--- src/rtl/afwc_pkg.sv ---
// types, constants and functions of the frame whitening and crc block
// no dependencies
`timescale 1ns / 1ps

package afwc_pkg;

  localparam int unsigned MaxFrame   = 64;
  localparam int unsigned TableDepth = 128;
  localparam int unsigned TabIdxW    = $clog2(TableDepth);
  localparam int unsigned PaddrW     = 5;

  localparam logic [15:0] CrcPoly    = 16'h1021;
  localparam logic [4:0]  WhitenBias = 5'd9;

  typedef enum logic [2:0] {
    REG_WHITEN_START = 3'd0,
    REG_WHITEN_LEN   = 3'd1,
    REG_CRC_START    = 3'd2,
    REG_CRC_LEN      = 3'd3,
    REG_FRAME_LEN    = 3'd4,
    REG_SALT         = 3'd5
  } afwc_reg_e;

  typedef struct packed {
    logic [5:0] whiten_start;
    logic [6:0] whiten_len;
    logic [5:0] crc_start;
    logic [6:0] crc_len;
    logic [6:0] frame_len;
    logic [1:0] salt;
  } afwc_cfg_t;

  localparam afwc_cfg_t CfgReset = '{
    whiten_start: 6'd9,
    whiten_len:   7'd18,
    crc_start:    6'd7,
    crc_len:      7'd22,
    frame_len:    7'd29,
    salt:         2'd0
  };

  // one classified byte on its way to the crc sequencer
  typedef struct packed {
    logic [7:0]  data;
    logic        crc_en;
    logic        first;
    logic [15:0] seed;
    logic        last;
  } afwc_item_t;

  localparam logic [7:0] WhitenTab [TableDepth] = '{
    8'hB7, 8'hFD, 8'h93, 8'h26, 8'h36, 8'h3F, 8'hF7, 8'hCC,
    8'h34, 8'hA5, 8'hE5, 8'hF1, 8'h71, 8'hD8, 8'h31, 8'h15,
    8'h04, 8'hC7, 8'h23, 8'hC3, 8'h18, 8'h96, 8'h05, 8'h9A,
    8'h07, 8'h12, 8'h80, 8'hE2, 8'hEB, 8'h27, 8'hB2, 8'h75,
    8'hD0, 8'hEF, 8'hAA, 8'hFB, 8'h43, 8'h4D, 8'h33, 8'h85,
    8'h45, 8'hF9, 8'h02, 8'h7F, 8'h50, 8'h3C, 8'h9F, 8'hA8,
    8'h51, 8'hA3, 8'h40, 8'h8F, 8'h92, 8'h9D, 8'h38, 8'hF5,
    8'hBC, 8'hB6, 8'hDA, 8'h21, 8'h10, 8'hFF, 8'hF3, 8'hD2,
    8'hE0, 8'h32, 8'h3A, 8'h0A, 8'h49, 8'h06, 8'h24, 8'h5C,
    8'hC2, 8'hD3, 8'hAC, 8'h62, 8'h91, 8'h95, 8'hE4, 8'h79,
    8'hE7, 8'hC8, 8'h37, 8'h6D, 8'h8D, 8'hD5, 8'h4E, 8'hA9,
    8'h6C, 8'h56, 8'hF4, 8'hEA, 8'h65, 8'h7A, 8'hAE, 8'h08,
    8'hE1, 8'hF8, 8'h98, 8'h11, 8'h69, 8'hD9, 8'h8E, 8'h94,
    8'h9B, 8'h1E, 8'h87, 8'hE9, 8'hCE, 8'h55, 8'h28, 8'hDF,
    8'h8C, 8'hA1, 8'h89, 8'h0D, 8'hBF, 8'hE6, 8'h42, 8'h68,
    8'h41, 8'h99, 8'h2D, 8'h0F, 8'hB0, 8'h54, 8'hBB, 8'h16
  };

  // crc-16 0x1021, msb first, one byte
  function automatic logic [15:0] crc16_byte(input logic [15:0] crc, input logic [7:0] b);
    logic [15:0] c;
    c = crc ^ {b, 8'h00};
    for (int k = 0; k < 8; k++) begin
      c = c[15] ? ((c << 1) ^ CrcPoly) : (c << 1);
    end
    return c;
  endfunction

endpackage

--- src/rtl/afwc_if.sv ---
// valid/ready channel interfaces for frame bytes in and output bytes out
// no dependencies
`timescale 1ns / 1ps

interface afwc_in_if;
  logic        valid;
  logic        ready;
  logic [7:0]  data_byte;
  logic [15:0] seed;

  modport source (output valid, output data_byte, output seed, input ready);
  modport sink   (input valid, input data_byte, input seed, output ready);
endinterface

interface afwc_out_if;
  logic       valid;
  logic       ready;
  logic [7:0] out_byte;
  logic       is_crc;
  logic       frame_end;

  modport source (output valid, output out_byte, output is_crc, output frame_end, input ready);
  modport sink   (input valid, input out_byte, input is_crc, input frame_end, output ready);
endinterface

--- src/rtl/afwc_fifo.sv ---
// short queue of classified bytes between front and crc sequencer
// depends on afwc_pkg
`timescale 1ns / 1ps

module afwc_fifo import afwc_pkg::*; #(
  parameter int unsigned DEPTH = 2
) (
  input  logic       clk_i,
  input  logic       rst_ni,
  input  logic       push_valid_i,
  input  afwc_item_t push_item_i,
  output logic       push_ready_o,
  output logic       pop_valid_o,
  output afwc_item_t pop_item_o,
  input  logic       pop_i
);

  localparam int unsigned AW = (DEPTH > 1) ? $clog2(DEPTH) : 1;
  localparam int unsigned CW = $clog2(DEPTH + 1);

  afwc_item_t      mem_q [DEPTH];
  logic [AW-1:0]   wr_ptr_q, wr_ptr_d;
  logic [AW-1:0]   rd_ptr_q, rd_ptr_d;
  logic [CW-1:0]   count_q, count_d;
  logic            push;

  assign push_ready_o = (count_q != CW'(DEPTH));
  assign pop_valid_o  = (count_q != '0);
  assign pop_item_o   = mem_q[rd_ptr_q];
  assign push         = push_valid_i && push_ready_o;

  always_comb begin
    wr_ptr_d = wr_ptr_q;
    rd_ptr_d = rd_ptr_q;
    count_d  = count_q;
    if (push) begin
      wr_ptr_d = (wr_ptr_q == AW'(DEPTH - 1)) ? '0 : wr_ptr_q + 1'b1;
    end
    if (pop_i) begin
      rd_ptr_d = (rd_ptr_q == AW'(DEPTH - 1)) ? '0 : rd_ptr_q + 1'b1;
    end
    unique case ({push, pop_i})
      2'b10:   count_d = count_q + 1'b1;
      2'b01:   count_d = count_q - 1'b1;
      default: count_d = count_q;
    endcase
  end

  always_ff @(posedge clk_i or negedge rst_ni) begin
    if (!rst_ni) begin
      wr_ptr_q <= '0;
      rd_ptr_q <= '0;
      count_q  <= '0;
    end else begin
      wr_ptr_q <= wr_ptr_d;
      rd_ptr_q <= rd_ptr_d;
      count_q  <= count_d;
    end
  end

  always_ff @(posedge clk_i) begin
    if (push) begin
      mem_q[wr_ptr_q] <= push_item_i;
    end
  end

endmodule

--- src/rtl/afwc_front.sv ---
// front end: takes frame bytes, tracks position, whitens and classifies
// depends on afwc_pkg and afwc_if
`timescale 1ns / 1ps

module afwc_front import afwc_pkg::*; (
  input  logic       clk_i,
  input  logic       rst_ni,
  input  afwc_cfg_t  cfg_i,
  afwc_in_if.sink    in_i,
  output logic       push_valid_o,
  output afwc_item_t push_item_o,
  input  logic       push_ready_i
);

  logic [6:0]         pos_q, pos_d;
  logic [7:0]         seed_low_q, seed_low_d;
  logic               first;
  logic [7:0]         seed_low;
  logic [6:0]         ws_ext, cs_ext;
  logic [6:0]         w_off, c_off;
  logic               in_white, in_crc;
  logic [4:0]         tab_low;
  logic [TabIdxW-1:0] tab_idx;
  logic [7:0]         len_eff;
  logic               last;
  logic               accept;

  assign in_i.ready   = push_ready_i;
  assign push_valid_o = in_i.valid;
  assign accept       = in_i.valid && push_ready_i;

  always_comb begin
    first    = (pos_q == '0);
    seed_low = first ? in_i.seed[7:0] : seed_low_q;

    ws_ext   = {1'b0, cfg_i.whiten_start};
    w_off    = pos_q - ws_ext;
    in_white = (pos_q >= ws_ext) && (w_off < cfg_i.whiten_len);
    tab_low  = seed_low[4:0] + w_off[4:0] + WhitenBias;
    tab_idx  = {cfg_i.salt, tab_low};

    cs_ext   = {1'b0, cfg_i.crc_start};
    c_off    = pos_q - cs_ext;
    in_crc   = (pos_q >= cs_ext) && (c_off < cfg_i.crc_len);

    if (cfg_i.frame_len == '0) begin
      len_eff = 8'd1;
    end else if ({1'b0, cfg_i.frame_len} > 8'(MaxFrame)) begin
      len_eff = 8'(MaxFrame);
    end else begin
      len_eff = {1'b0, cfg_i.frame_len};
    end
    last = (({1'b0, pos_q} + 8'd1) >= len_eff);

    push_item_o.data   = in_white ? (in_i.data_byte ^ WhitenTab[tab_idx] ^ seed_low)
                                  : in_i.data_byte;
    push_item_o.crc_en = in_crc;
    push_item_o.first  = first;
    push_item_o.seed   = in_i.seed;
    push_item_o.last   = last;

    pos_d      = pos_q;
    seed_low_d = seed_low_q;
    if (accept) begin
      pos_d      = last ? '0 : pos_q + 1'b1;
      seed_low_d = seed_low;
    end
  end

  always_ff @(posedge clk_i or negedge rst_ni) begin
    if (!rst_ni) begin
      pos_q      <= '0;
      seed_low_q <= '0;
    end else begin
      pos_q      <= pos_d;
      seed_low_q <= seed_low_d;
    end
  end

endmodule

--- src/rtl/afwc_back.sv ---
// back end: crc sequencer with output register, appends crc after the last byte
// depends on afwc_pkg and afwc_if
`timescale 1ns / 1ps

module afwc_back import afwc_pkg::*; (
  input  logic       clk_i,
  input  logic       rst_ni,
  input  logic       pop_valid_i,
  input  afwc_item_t pop_item_i,
  output logic       pop_o,
  afwc_out_if.source out_o
);

  localparam logic [1:0] SeqData  = 2'd0;
  localparam logic [1:0] SeqCrcLo = 2'd1;
  localparam logic [1:0] SeqCrcHi = 2'd2;

  logic [1:0]  seq_q, seq_d;
  logic [15:0] crc_q, crc_d;
  logic        out_valid_q, out_valid_d;
  logic [7:0]  out_byte_q, out_byte_d;
  logic        out_crc_q, out_crc_d;
  logic        out_end_q, out_end_d;
  logic        out_free;
  logic [15:0] crc_base, crc_next;

  assign out_free = !out_valid_q || out_o.ready;

  assign out_o.valid     = out_valid_q;
  assign out_o.out_byte  = out_byte_q;
  assign out_o.is_crc    = out_crc_q;
  assign out_o.frame_end = out_end_q;

  always_comb begin
    crc_base = pop_item_i.first ? ~pop_item_i.seed : crc_q;
    crc_next = pop_item_i.crc_en ? crc16_byte(crc_base, pop_item_i.data) : crc_base;

    seq_d       = seq_q;
    crc_d       = crc_q;
    pop_o       = 1'b0;
    out_valid_d = out_free ? 1'b0 : out_valid_q;
    out_byte_d  = out_byte_q;
    out_crc_d   = out_crc_q;
    out_end_d   = out_end_q;

    unique case (seq_q)
      SeqData: begin
        if (out_free && pop_valid_i) begin
          pop_o       = 1'b1;
          out_valid_d = 1'b1;
          out_byte_d  = pop_item_i.data;
          out_crc_d   = 1'b0;
          out_end_d   = 1'b0;
          crc_d       = crc_next;
          if (pop_item_i.last) begin
            seq_d = SeqCrcLo;
          end
        end
      end
      SeqCrcLo: begin
        if (out_free) begin
          out_valid_d = 1'b1;
          out_byte_d  = crc_q[7:0];
          out_crc_d   = 1'b1;
          out_end_d   = 1'b0;
          seq_d       = SeqCrcHi;
        end
      end
      SeqCrcHi: begin
        if (out_free) begin
          out_valid_d = 1'b1;
          out_byte_d  = crc_q[15:8];
          out_crc_d   = 1'b1;
          out_end_d   = 1'b1;
          seq_d       = SeqData;
        end
      end
      default: seq_d = SeqData;
    endcase
  end

  always_ff @(posedge clk_i or negedge rst_ni) begin
    if (!rst_ni) begin
      seq_q       <= SeqData;
      crc_q       <= '0;
      out_valid_q <= 1'b0;
    end else begin
      seq_q       <= seq_d;
      crc_q       <= crc_d;
      out_valid_q <= out_valid_d;
    end
  end

  always_ff @(posedge clk_i) begin
    out_byte_q <= out_byte_d;
    out_crc_q  <= out_crc_d;
    out_end_q  <= out_end_d;
  end

endmodule

--- src/rtl/adv_frame_whiten_crc.sv ---
// Advertising frame whitening and CRC-16. Frame bytes enter on in_i, the seed is taken with
// the first byte of each frame; out_o carries each byte, whitened where it falls in the
// whitening window, and after the frame's last byte the two CRC bytes, low byte first.
// Frame bytes pass at one per clock while out_o is not stalled and no CRC byte is going out;
// a frame of N bytes leaves as N+2 transfers. The two CRC transfers each take the single
// output register in the CRC sequencer, and no frame byte is popped while they leave, so
// with the default queue depth in_i is held. A byte accepted on in_i goes into the queue,
// then into the output register, which offers it on out_o; a stalled output backs up through
// the queue to in_i. Registers (APB, byte address 4*i): whiten_start, whiten_len, crc_start,
// crc_len, frame_len, salt; write them only while no frame is in flight.
// Top level; depends on afwc_pkg, afwc_if, afwc_fifo, afwc_front and afwc_back
`timescale 1ns / 1ps

module adv_frame_whiten_crc import afwc_pkg::*; #(
  parameter int unsigned QUEUE_DEPTH = 2
) (
  input  logic              clk_i,
  input  logic              rst_ni,
  afwc_in_if.sink           in_i,
  afwc_out_if.source        out_o,
  input  logic              psel,
  input  logic              penable,
  input  logic              pwrite,
  input  logic [PaddrW-1:0] paddr,
  input  logic [31:0]       pwdata,
  output logic [31:0]       prdata,
  output logic              pready
);

  afwc_cfg_t  cfg_q, cfg_d;
  afwc_reg_e  reg_sel;
  logic       cfg_we;
  logic       push_valid, push_ready;
  afwc_item_t push_item;
  logic       pop_valid, pop;
  afwc_item_t pop_item;

  assign pready  = 1'b1;
  assign reg_sel = afwc_reg_e'(paddr[PaddrW-1:2]);
  assign cfg_we  = psel && penable && pwrite;

  always_comb begin
    cfg_d = cfg_q;
    if (cfg_we) begin
      unique case (reg_sel)
        REG_WHITEN_START: cfg_d.whiten_start = pwdata[5:0];
        REG_WHITEN_LEN:   cfg_d.whiten_len   = pwdata[6:0];
        REG_CRC_START:    cfg_d.crc_start    = pwdata[5:0];
        REG_CRC_LEN:      cfg_d.crc_len      = pwdata[6:0];
        REG_FRAME_LEN:    cfg_d.frame_len    = pwdata[6:0];
        REG_SALT:         cfg_d.salt         = pwdata[1:0];
        default:          cfg_d              = cfg_q;
      endcase
    end
  end

  always_comb begin
    unique case (reg_sel)
      REG_WHITEN_START: prdata = {26'd0, cfg_q.whiten_start};
      REG_WHITEN_LEN:   prdata = {25'd0, cfg_q.whiten_len};
      REG_CRC_START:    prdata = {26'd0, cfg_q.crc_start};
      REG_CRC_LEN:      prdata = {25'd0, cfg_q.crc_len};
      REG_FRAME_LEN:    prdata = {25'd0, cfg_q.frame_len};
      REG_SALT:         prdata = {30'd0, cfg_q.salt};
      default:          prdata = '0;
    endcase
  end

  always_ff @(posedge clk_i or negedge rst_ni) begin
    if (!rst_ni) begin
      cfg_q <= CfgReset;
    end else begin
      cfg_q <= cfg_d;
    end
  end

  afwc_front u_front (
    .clk_i        (clk_i),
    .rst_ni       (rst_ni),
    .cfg_i        (cfg_q),
    .in_i         (in_i),
    .push_valid_o (push_valid),
    .push_item_o  (push_item),
    .push_ready_i (push_ready)
  );

  afwc_fifo #(
    .DEPTH (QUEUE_DEPTH)
  ) u_fifo (
    .clk_i        (clk_i),
    .rst_ni       (rst_ni),
    .push_valid_i (push_valid),
    .push_item_i  (push_item),
    .push_ready_o (push_ready),
    .pop_valid_o  (pop_valid),
    .pop_item_o   (pop_item),
    .pop_i        (pop)
  );

  afwc_back u_back (
    .clk_i       (clk_i),
    .rst_ni      (rst_ni),
    .pop_valid_i (pop_valid),
    .pop_item_i  (pop_item),
    .pop_o       (pop),
    .out_o       (out_o)
  );

endmodule

--- src/flat_wrapper.sv ---
// flat-port wrapper written by rule: the top's interface ports become plain ports
module adv_frame_whiten_crc_flat import afwc_pkg::*;
#(
  parameter int unsigned QUEUE_DEPTH = 2
)
  (clk_i, rst_ni, psel, penable, pwrite, paddr, pwdata, prdata, pready, in_i_valid, in_i_data_byte, in_i_seed, in_i_ready, out_o_valid, out_o_out_byte, out_o_is_crc, out_o_frame_end, out_o_ready);
  afwc_in_if in_i_i ();
  afwc_out_if out_o_i ();
  input  logic clk_i;
  input  logic rst_ni;
  input  logic psel;
  input  logic penable;
  input  logic pwrite;
  input  logic [PaddrW-1:0] paddr;
  input  logic [31:0] pwdata;
  output logic [31:0] prdata;
  output logic pready;
  input wire logic [$bits(in_i_i.valid)-1:0] in_i_valid;
  input wire logic [$bits(in_i_i.data_byte)-1:0] in_i_data_byte;
  input wire logic [$bits(in_i_i.seed)-1:0] in_i_seed;
  output wire logic [$bits(in_i_i.ready)-1:0] in_i_ready;
  output wire logic [$bits(out_o_i.valid)-1:0] out_o_valid;
  output wire logic [$bits(out_o_i.out_byte)-1:0] out_o_out_byte;
  output wire logic [$bits(out_o_i.is_crc)-1:0] out_o_is_crc;
  output wire logic [$bits(out_o_i.frame_end)-1:0] out_o_frame_end;
  input wire logic [$bits(out_o_i.ready)-1:0] out_o_ready;
  assign in_i_i.valid = in_i_valid;
  assign in_i_i.data_byte = in_i_data_byte;
  assign in_i_i.seed = in_i_seed;
  assign in_i_ready = in_i_i.ready;
  assign out_o_valid = out_o_i.valid;
  assign out_o_out_byte = out_o_i.out_byte;
  assign out_o_is_crc = out_o_i.is_crc;
  assign out_o_frame_end = out_o_i.frame_end;
  assign out_o_i.ready = out_o_ready;
  adv_frame_whiten_crc #(.QUEUE_DEPTH(QUEUE_DEPTH)) u_core (.clk_i(clk_i), .rst_ni(rst_ni), .in_i(in_i_i), .out_o(out_o_i), .psel(psel), .penable(penable), .pwrite(pwrite), .paddr(paddr), .pwdata(pwdata), .prdata(prdata), .pready(pready));
endmodule
--- config.mk ---
export PLATFORM = sky130hd
export DESIGN_NAME = adv_frame_whiten_crc_flat
export DESIGN_NICKNAME = d
export VERILOG_FILES = /design/src/rtl/afwc_pkg.sv /design/src/rtl/afwc_if.sv /design/src/rtl/afwc_fifo.sv /design/src/rtl/afwc_front.sv /design/src/rtl/afwc_back.sv /design/src/rtl/adv_frame_whiten_crc.sv /design/src/flat_wrapper.sv
export SDC_FILE = /design/constraint.sdc
export NUM_CORES = 1
export LEC_CHECK = 0
export BUFFER_PORTS_ARGS = -buffer_cell sky130_fd_sc_hd__buf_4
export CAP_MARGIN = 40
export CORE_MARGIN = 8
export CORE_UTILIZATION = 30
export DETAILED_ROUTE_END_ITERATION = 16
export HOLD_SLACK_MARGIN = 0.03
export PLACE_DENSITY = 0.49
export SYNTH_ARGS = -nofsm -noshare
export SYNTH_HDL_FRONTEND = slang
export SYNTH_SLANG_ARGS = --single-unit
--- constraint.sdc ---
create_clock -name clk_i -period 14.5 [get_ports clk_i]
set_clock_uncertainty 0.1 [all_clocks]
set_input_delay 2.175 -clock clk_i [delete_from_list [all_inputs] [get_ports clk_i]]
set_output_delay 2.175 -clock clk_i [all_outputs]
set_load 0.05 [all_outputs]
Yosys cells after proc, flatten, opt, wreduce, memory -nomap -nowiden
Memories as Yosys holds them, arrays and structs flattened.
Index checks and enable logic that the tools add are counted.

word-level totals
  flip-flop bits (word level) = 83
  memory bits (writable) = 54
  ROM bits = 1024
  output and inout port bits = 45
  logic and storage cells = 134
  memories kept = 2

memory list
  memory               words  width  read ports  clocked after memory_dff  write ports  line              RTL
  (name not given)     128    8      1           0                         0            afwc_front.sv:55  push_item_o.data = in_white ? (in_i.data_byte ^ WhitenTab[tab_idx] ^ seed_low)
  u_core.u_fifo.mem_q  2      27     1           0                         1            afwc_fifo.sv:21   afwc_item_t mem_q [DEPTH];

operators by class
  $add $sub $neg = 10
  $lt $le $gt $ge = 7
  equality and inequality tests = 15
  multiplexer cells = 43
  bitwise operators = 13
  reductions and logical operators = 27

operators by type and width
  kind                                                       count
  2-to-1 mux 13 bit                                          8
  2-to-1 mux 8 bit                                           8
  one-hot mux 7 bit (6 select lines)                         1
  2-to-1 mux 16 bit                                          2
  inverter 3 bit                                             8
  one-hot mux 8 bit (3 select lines)                         1
  inverter 16 bit                                            1
  bitwise XOR 16 bit                                         1
  bitwise XOR 8 bit                                          2
  greater-or-equal comparator 7 x 6 -> 1 bit                 2
  zero test 7 bit                                            2
  < comparator 7 bit                                         2
  2-to-1 mux 7 bit                                           2
  AND reduction 2 bit                                        7
  subtractor 7 x 6 -> 7 bit                                  2
  2-to-1 mux 1 bit                                           12
  adder 7 x 1 -> 8 bit (second input constant)               1
  greater-or-equal comparator 8 bit                          1
  greater-or-equal comparator 8 bit (second input constant)  1
  2-to-1 mux 2 bit                                           4
  != test 2 bit (second input constant)                      4
  inverter 7 -> 8 bit                                        1
  AND reduction 4 bit                                        2
  adder 7 x 1 -> 7 bit (second input constant)               1
  25 further kinds                                           39

Longest topological paths before layout
Gate-level depths: netlist of the first run.
An unclocked memory read counts as a cell.

  depth in word-level cells = 21
  depth in mapped cells = 22
  gate-level depth less buffers = 20

Hierarchy
A second synthesis of the first run with hierarchy kept.

second synthesis, totals
  cell total of the unflattened synthesis = 1062
  area total of the unflattened synthesis = 10490.1 sq um

modules (own cells, without submodules)
  module                instances  cells an instance  area each (sq um)  sequential area each (sq um)
  afwc_front            1          601                4301.6             375.4
  afwc_fifo             1          100                2234.6             1721.7
  afwc_back             1          208                2015.7             775.7
  adv_frame_whiten_crc  1          153                1938.1             893.4

Worst setup path after synthesis of the first run
OpenSTA, ideal clock, no wires.

  path kind = input to output
  from = input port paddr[2]
  to = output port prdata[0]
  data arrival time = 4318 ps
  path slack = 7907 ps
  stages on the path = 5
  cells stage by stage = clkbuf_1 -> buf_1 -> mux2i_1 -> o21a_1 -> a221oi_1

between the ends
  longest elaborated chain between the ends = 2

RTL lines
  element                                            line                        RTL
  start: declaration                                 flat_wrapper.sv:14          input logic [PaddrW-1:0] paddr;
  equality test 3 bit, or another cell as far along  adv_frame_whiten_crc.sv:58  unique case (reg_sel)
  one-hot mux 7 bit (6 select lines) *               adv_frame_whiten_crc.sv:58
  end: declaration                                   flat_wrapper.sv:16          output logic [31:0] prdata;

Every way passes the cells marked *; elsewhere a longest branch is shown, timed or not.

==> summary.txt, run 1 <==
Placement
  – Placer congestion estimate: 0.901
  – Placed wire-length estimate: 18900 µm
  – # port buffers: 59

Critical path
  – CP arrival: 6.39 ns
  – Most frequent CP cell: buf_4
  – Worst path top cell family by delay: buffers and inverters
  – CP Capture Type: register
  – Crit-path cells: buf_4 -> mux2i_1 -> inv_1 -> ha_1 -> ha_1 -> fa_2 -> buf_4 -> clkinv_1 -> buf_4 -> or3_1 -> o31a_1 -> mux2i_1 -> o22ai_1 -> a221oi_1 -> xnor2_1 -> nand2_1 -> xnor2_1
  – Slowest stage cell, crit path: buf_4
  – Worst-path fanout max: 78
  – Worst setup SP type: input port
  – Crit path buffers/inverters: 5
  – Max incr delay on CP: 0.57 ns
  – Worst setup path category: in2reg
  – Critical Path RT: 14.56 ns

Clock network
  – CTS H-tree lvls: 4
  – Postcts setup bufs: 0
  – CTS sink count: 137
  – Resized cells post-CTS: 0
  – Root Driver: clkbuf_16
  – CTS tree: built
  – Worst-skew pair later-pin latency: 0.42 ns
  – CTS clk-pin slew, worst paths: 0.07 ns
  – Hold_buf cts: 0
  – Maximum root-to-sink buffer count: 2
  – Num CTS Buffers: 17

Floorplan
  – Core box area: 31200 µm²
  – Initial Util: 30.2%
  – Chip width: 193 µm
  – Ports: 113
  – Die area: 37400 µm²
  – # rows: 65
  – Die height: 193 µm

Timing
  – Max_slew headroom: 46.8%
  – Setup repair after global routing missed its margin: no
  – Tightest Pin Transition: 0.797 ns
  – TNS Setup: 0 ns
  – Final Cycle Share: 43.6%
  – Final min period: 6.33 ns
  – Max Clk Rate: 158 MHz
  – Fin. Hold Viols: 0
  – Count of final setup violators: 0
  – Final Max Slew Viols: 0

Routing
  – DRT Pass-1 Iters: 5
  – Post-DRT Antenna Nets: 0
  – Routed vias: 7320
  – Post-Route WL: 26400 µm
  – Drt wl/cell: 18.1 µm
  – Residual DRC: 0
  – DRT iter0 DRCs: 644
  – Routed vias/inst: 5.02

Logic synthesis
  – Seq/Total Area, Yosys: 39.9%
  – YS warnings: 0
  – Main combinational cell family by area after synthesis: compound AO/OA/AOI/OAI gates
  – Fraction of synthesized cell area in xor and xnor cells: 6.00%
  – EDFF count, synth: 64
  – Adder-Cell Fraction of Synth Area: 8.06%
  – FFs w/ async S/R, synth: 53.3%
  – Top FF cell, synth: edfxtp_1
  – FF+latch count, synth: 137
  – Mapped Area: 9430 µm²
  – Distinct cells, synth: 64
  – Post-synthesis cell count: 1006
  – Synth Area in Compound Gates: 17.9%
  – Simple-gate share of the synthesized area: 13.3%
  – Mux share of post-synthesis cell area: 8.24%
  – Syn_area_per_cell: 9.38 µm²

Global route
  – Initial antenna violation count: 0
  – Largest net degree at the start of global routing: 79
  – Vias in the first global route: 7196
  – First-pass GRT wire length: 42000 µm
  – Total track usage: 13.9%
  – GR Overflow Total: 0

Run
  – Max-cap viol count: 0

Status
  – Outcome: finished, final reports clean

Worst hold path
  – Worst hold-check path type: reg2reg

Final layout
  – Layout area overhead: 14.2%
  – ANT cells: 0
  – Layout cell share with drive strength beyond 1: 15.1%
  – Register area: 3770 µm²
  – Nets@finish: 1169
  – Multi-input gate area: 5170 µm²
  – Fill cells: 3250
-- logic make-up after synthesis --
kind of cell               Yosys count
AOI/OAI and AO/OA                  271
xor gates and xnor gates            63
adders and majority gates           59
buffers and inverters              130
DFF                                137
muxes                               68
other                                2
and+or+nand+nor                    276
-- per-stage QoR --
step	worst slack, ns	cell area (µm²)	hold WS [ns]	cells	utilization [%]
6_report	8.17	10800	0.379	1457	34.5
5_1_grt	7.95	10800	0.416	1457	34.5
4_1_cts	8.25	10800	0.386	1457	34.5
3_5_place_dp	7.79	10200	0.371	1425	32.6
3_3_place_gp	7.75	10200	0.362	1422	32.5
2_1_floorplan	7.91	9520	0.346	1030	-
-- cell usage after synthesis, types with 12 or more instances --
library cell  instances  share of area (%)
a211oi_1             25                2.0
a21o_1               13                1.0
a21oi_1              57                3.0
a221oi_1             14                1.3
buf_4                26                2.1
clkbuf_1             43                1.7
dfrtp_1              59                 16
dfstp_2              14                3.9
edfxtp_1             64                 20
ha_1                 56                7.4
inv_1                46                1.8
mux2_2               24                2.9
mux2i_1              39                4.1
nand2_1             121                4.8
nand2b_1             14               0.93
nand3_1              20                1.1
nor2_1               62                2.5
nor2b_1              21                1.4
nor3_1               12               0.64
o21ai_0              94                5.0
o31ai_1              13                1.0
xnor2_1              43                4.0
xor2_1               19                1.8
-- state kept, by name (all words and copies together) (netlist names) --
| signal | cells |
|---|---|
| u_core.u_fifo.count_q | 2 |
| u_core.u_back.out_o.frame_end | 1 |
| u_core.u_back.out_o.is_crc | 1 |
| u_core.u_fifo.rd_ptr_q | 1 |
| u_core.cfg_q | 35 |
| u_core.u_back.seq_q | 2 |
| u_core.u_fifo.wr_ptr_q | 1 |
| u_core.u_front.seed_low_q | 8 |
| u_core.u_front.pos_q | 7 |
| u_core.u_back.crc_q | 16 |
| u_core.u_fifo.mem_q | 54 |
| u_core.u_back.out_o.out_byte | 8 |
| u_core.u_back.out_o.valid | 1 |
-- final cells by class --
class | count | area share (%)
multi-input combinational | 763 | 48.0
clock buffer | 17 | 3.95
clock inverter | 15 | 1.43
sequential | 137 | 35.0
inverter | 47 | 1.64
tap | 402 | 4.67
timing repair buffer | 76 | 5.34
-- worst min-delay path: stages (launching register included) --
cell and delay [ns]:
dfrtp_1 0.34, nand2_1 0.04, o21ai_0 0.06
-- cell usage in the layout (no fill, tap or decap), types with 12 or more instances in the layout --
cell | netlist | routed
edfxtp_1 | 64 | 64
nand2b_1 | 14 | 14
dfrtp_1 | 59 | 58
nor2b_1 | 21 | 21
a21oi_1 | 57 | 57
inv_1 | 46 | 46
o31ai_1 | 13 | 13
a21o_1 | 13 | 13
mux2i_1 | 39 | 37
a211oi_1 | 25 | 25
dfstp_2 | 14 | 14
a221oi_1 | 14 | 14
nor3_1 | 12 | 12
ha_1 | 56 | 56
buf_4 | 26 | 74
conb_1 | 2 | 26
mux2_2 | 24 | 24
nand2_1 | 121 | 121
nand3_1 | 20 | 20
nor2_1 | 62 | 60
o21ai_0 | 94 | 94
clkbuf_16 | 0 | 17
xnor2_1 | 43 | 42
xor2_1 | 19 | 19
-- metal layers --
layer,track usage (%),vias to the layer above,routed length (µm)
li1,-,3616,-
met1,18.7,3532,12600
met2,22.5,160,12500
met3,2.99,12,1000
met4,3.16,0,206
met5,0,-,0
-- final timing paths --
kind                       cells after the start                          from  slack (ns)                            to
min                                            2  u_core.u_front.seed_low_q[0]        0.38  u_core.u_front.seed_low_q[0]
min reg2reg                                    2  u_core.u_front.seed_low_q[0]        0.38  u_core.u_front.seed_low_q[0]
max                                           17                  in_i_seed[1]        8.17    u_core.u_fifo.mem_q[0][22]
min in group asynchronous                      1                        rst_ni        1.56       u_core.u_back.crc_q[10]
max in group asynchronous                      2                        rst_ni       11.71              u_core.cfg_q[22]
max reg2reg                                   19       u_core.u_front.pos_q[1]        8.55    u_core.u_fifo.mem_q[0][22]
Power of run 1 is not shown: default switching activity piles up to over one toggle a cycle in this logic, so the estimate is an artifact.
==> inputs of run 2 (changes only) <==
==> constraint.sdc (replaced) <==
create_clock -name clk_i -period 6.5 [get_ports clk_i]
set_clock_uncertainty 0.1 [all_clocks]
set_input_delay 0.975 -clock clk_i [delete_from_list [all_inputs] [get_ports clk_i]]
set_output_delay 0.975 -clock clk_i [all_outputs]
set_load 0.05 [all_outputs]
==> run 2 against run 1 <==
Against the previous run: global-route usage is 0.26 points higher; final area is 1.8% higher; sequential share of layout area is 0.60 points lower; register-to-register slack worse by 7.5 ns; critical path type is now reg2reg; wire length is 0.17% lower; flip-flop and latch count stayed put; die area stayed put; first-iteration DRC count is 12% higher.
==> summary.txt, run 2 (synthesis gave the netlist of run 1 again) <==
Global route
  – Initial antenna violation count: 0 (unchanged)
  – Largest net degree at the start of global routing: 59 (-25%)
  – GR Overflow Total: 0 (unchanged)
  – First-pass GRT wire length: 42600 µm (+1.5%)
  – Vias in the first global route: 7372 (+2.4%)
  – Total track usage: 14.2% (+0.26 points)

Placement
  – Post-Place Cells: 1441 (+1.1%)
  – Placer congestion estimate: 0.862 (-4.4%)
  – # port buffers: 59 (unchanged)
  – Placed wire-length estimate: 19300 µm (+2.1%)

Timing
  – Max Clk Rate: 184 MHz
  – Tightest Pin Transition: 0.862 ns (+0.0646 ns)
  – Count of final setup violators: 0 (unchanged)
  – Setup repair after global routing missed its margin: no
  – Final Max Slew Viols: 0 (unchanged)
  – Max_slew headroom: 42.3% (-4.5 points)
  – Final Cycle Share: 83.6%
  – Fin. Hold Viols: 0 (unchanged)
  – TNS Setup: 0 ns (unchanged)
  – Final min period: 5.43 ns

Routing
  – Post-Route WL: 26300 µm (-0.17%)
  – DRT Pass-1 Iters: 5 (unchanged)
  – Routed vias/inst: 5.01 (-0.19%)
  – Post-DRT Antenna Nets: 0 (unchanged)
  – Routed vias: 7386 (+0.90%)
  – DRT iter0 DRCs: 724 (+12%)
  – Residual DRC: 0 (unchanged)
  – Drt wl/cell: 17.9 µm (-1.3%)

Clock network
  – Root Driver: clkbuf_16
  – Maximum root-to-sink buffer count: 2 (unchanged)
  – Postcts setup bufs: 0 (unchanged)
  – Resized cells post-CTS: 0 (unchanged)
  – CTS clk-pin slew, worst paths: 0.07 ns (about the same)
  – CTS H-tree lvls: 4 (unchanged)
  – CTS sink count: 137 (unchanged)
  – CTS tree: built
  – Num CTS Buffers: 17 (unchanged)
  – Worst-skew pair later-pin latency: 0.43 ns (about the same)
  – Hold_buf cts: 0 (unchanged)

Final layout
  – Number of flip-flops in the largest register: 54 (unchanged)
  – Largest reg by FF count: u_core.u_fifo.mem_q
  – Nets@finish: 1185 (+1.4%)
  – Layout area overhead: 16.2%
  – ANT cells: 0 (unchanged)
  – Most frequent cells in the layout: 121 x nand2_1, 94 x o21ai_0, 87 x buf_4
  – Most common cell after layout, fill and taps aside: nand2_1
  – Largest regs: u_core.u_fifo.mem_q: 54 flops, u_core.cfg_q: 35 flops, u_core.u_back.crc_q: 16 flops
  – Layout cell share with drive strength beyond 1: 16.4% (+1.4 points)
  – Finished Layout Cells: 1473 (+1.1%)

Critical path
  – Worst setup path category: reg2reg
  – Reg2Reg Depth: 19 (unchanged)
  – CP Capture Type: register
  – Worst-path fanout max: 21 (-73%)
  – CP arrival: 5.50 ns (-0.89 ns)
  – Critical Path RT: 6.57 ns (-7.99 ns)
  – Worst setup SP type: register

Floorplan
  – Core box area: 31200 µm² (unchanged)
  – Die area: 37400 µm² (unchanged)
  – Ports: 113 (unchanged)
  – # rows: 65 (unchanged)
  – Die height: 193 µm (unchanged)
  – Chip width: 193 µm (unchanged)
  – Initial Util: 30.2% (unchanged)

Worst hold path
  – Worst hold-check path type: in2async

Run
  – Max-cap viol count: 0 (unchanged)

Status
  – Outcome: finished, final reports clean
-- run 2: cell types whose count changed in the layout (fill, tap and decap cells not counted) --
cell / change
buf_16: +2
buf_4: +13
buf_6: +1
bufinv_16: +1
clkinv_1: -1
clkinv_4: +1
clkinvlp_4: -1
inv_6: +1
inv_8: -1
-- run 2: critical path, stage by stage (launching register included) --
cell      delay (ns)
dfrtp_1         0.57
inv_1           0.11
ha_1            0.19
nand3b_1        0.18
buf_4           0.23
mux2i_1         0.37
inv_1           0.09
ha_1            0.28
ha_1            0.23
fa_2            0.67
clkinv_1        0.24
buf_4           0.28
or3_1           0.38
o31a_1          0.11
mux2i_1         0.13
o22ai_1         0.10
a221oi_1        0.43
xnor2_1         0.17
nand2_1         0.15
xnor2_1         0.17
-- run 2: area by class of cell --
class                      count  area (µm²)
sequential                   137        3770
tap                          402         503
inverter                      47         176
multi-input combinational    763        5170
timing repair buffer          92         739
fill                        3280       20300
clock inverter                15         179
clock buffer                  17         425
-- run 2: final timing paths --
kind | slack (ns) | to | from
max | 1.07 | u_core.u_fifo.mem_q[1][22] | u_core.u_front.pos_q[1]
min | 0.26 | u_core.u_back.crc_q[15] | rst_ni
max reg2reg | 1.07 | u_core.u_fifo.mem_q[1][22] | u_core.u_front.pos_q[1]
min reg2reg | 0.38 | u_core.u_front.seed_low_q[0] | u_core.u_front.seed_low_q[0]
max in group asynchronous | 5.20 | u_core.cfg_q[32] | rst_ni
min in group clk_i | 0.38 | u_core.u_front.seed_low_q[0] | u_core.u_front.seed_low_q[0]
-- run 2: layer usage --
layer | track usage (%) | share of wire (%) | vias to the layer above | routed length, µm
li1 | - | - | 3653 | -
met1 | 19.2 | 47 | 3527 | 12400
met2 | 22.8 | 47 | 177 | 12500
met3 | 2.57 | 4.0 | 29 | 1040
met4 | 3.96 | 1.6 | 0 | 415
met5 | 0 | 0 | - | 0
-- run 2: stage by stage --
step / utilization (%) / hold WS, ns / setup WS, ns / area (µm²)
3_3_place_gp: 32.9 / 0.364 / 0.666 / 10300
2_1_floorplan: - / 0.346 / 1.77 / 9520
3_5_place_dp: 33.2 / 0.372 / 1.06 / 10400
5_1_grt: 35.1 / 0.242 / 0.616 / 11000
6_report: 35.1 / 0.257 / 1.07 / 11000
4_1_cts: 35.1 / 0.240 / 1.04 / 11000
Power of run 2 is left out for the same reason.
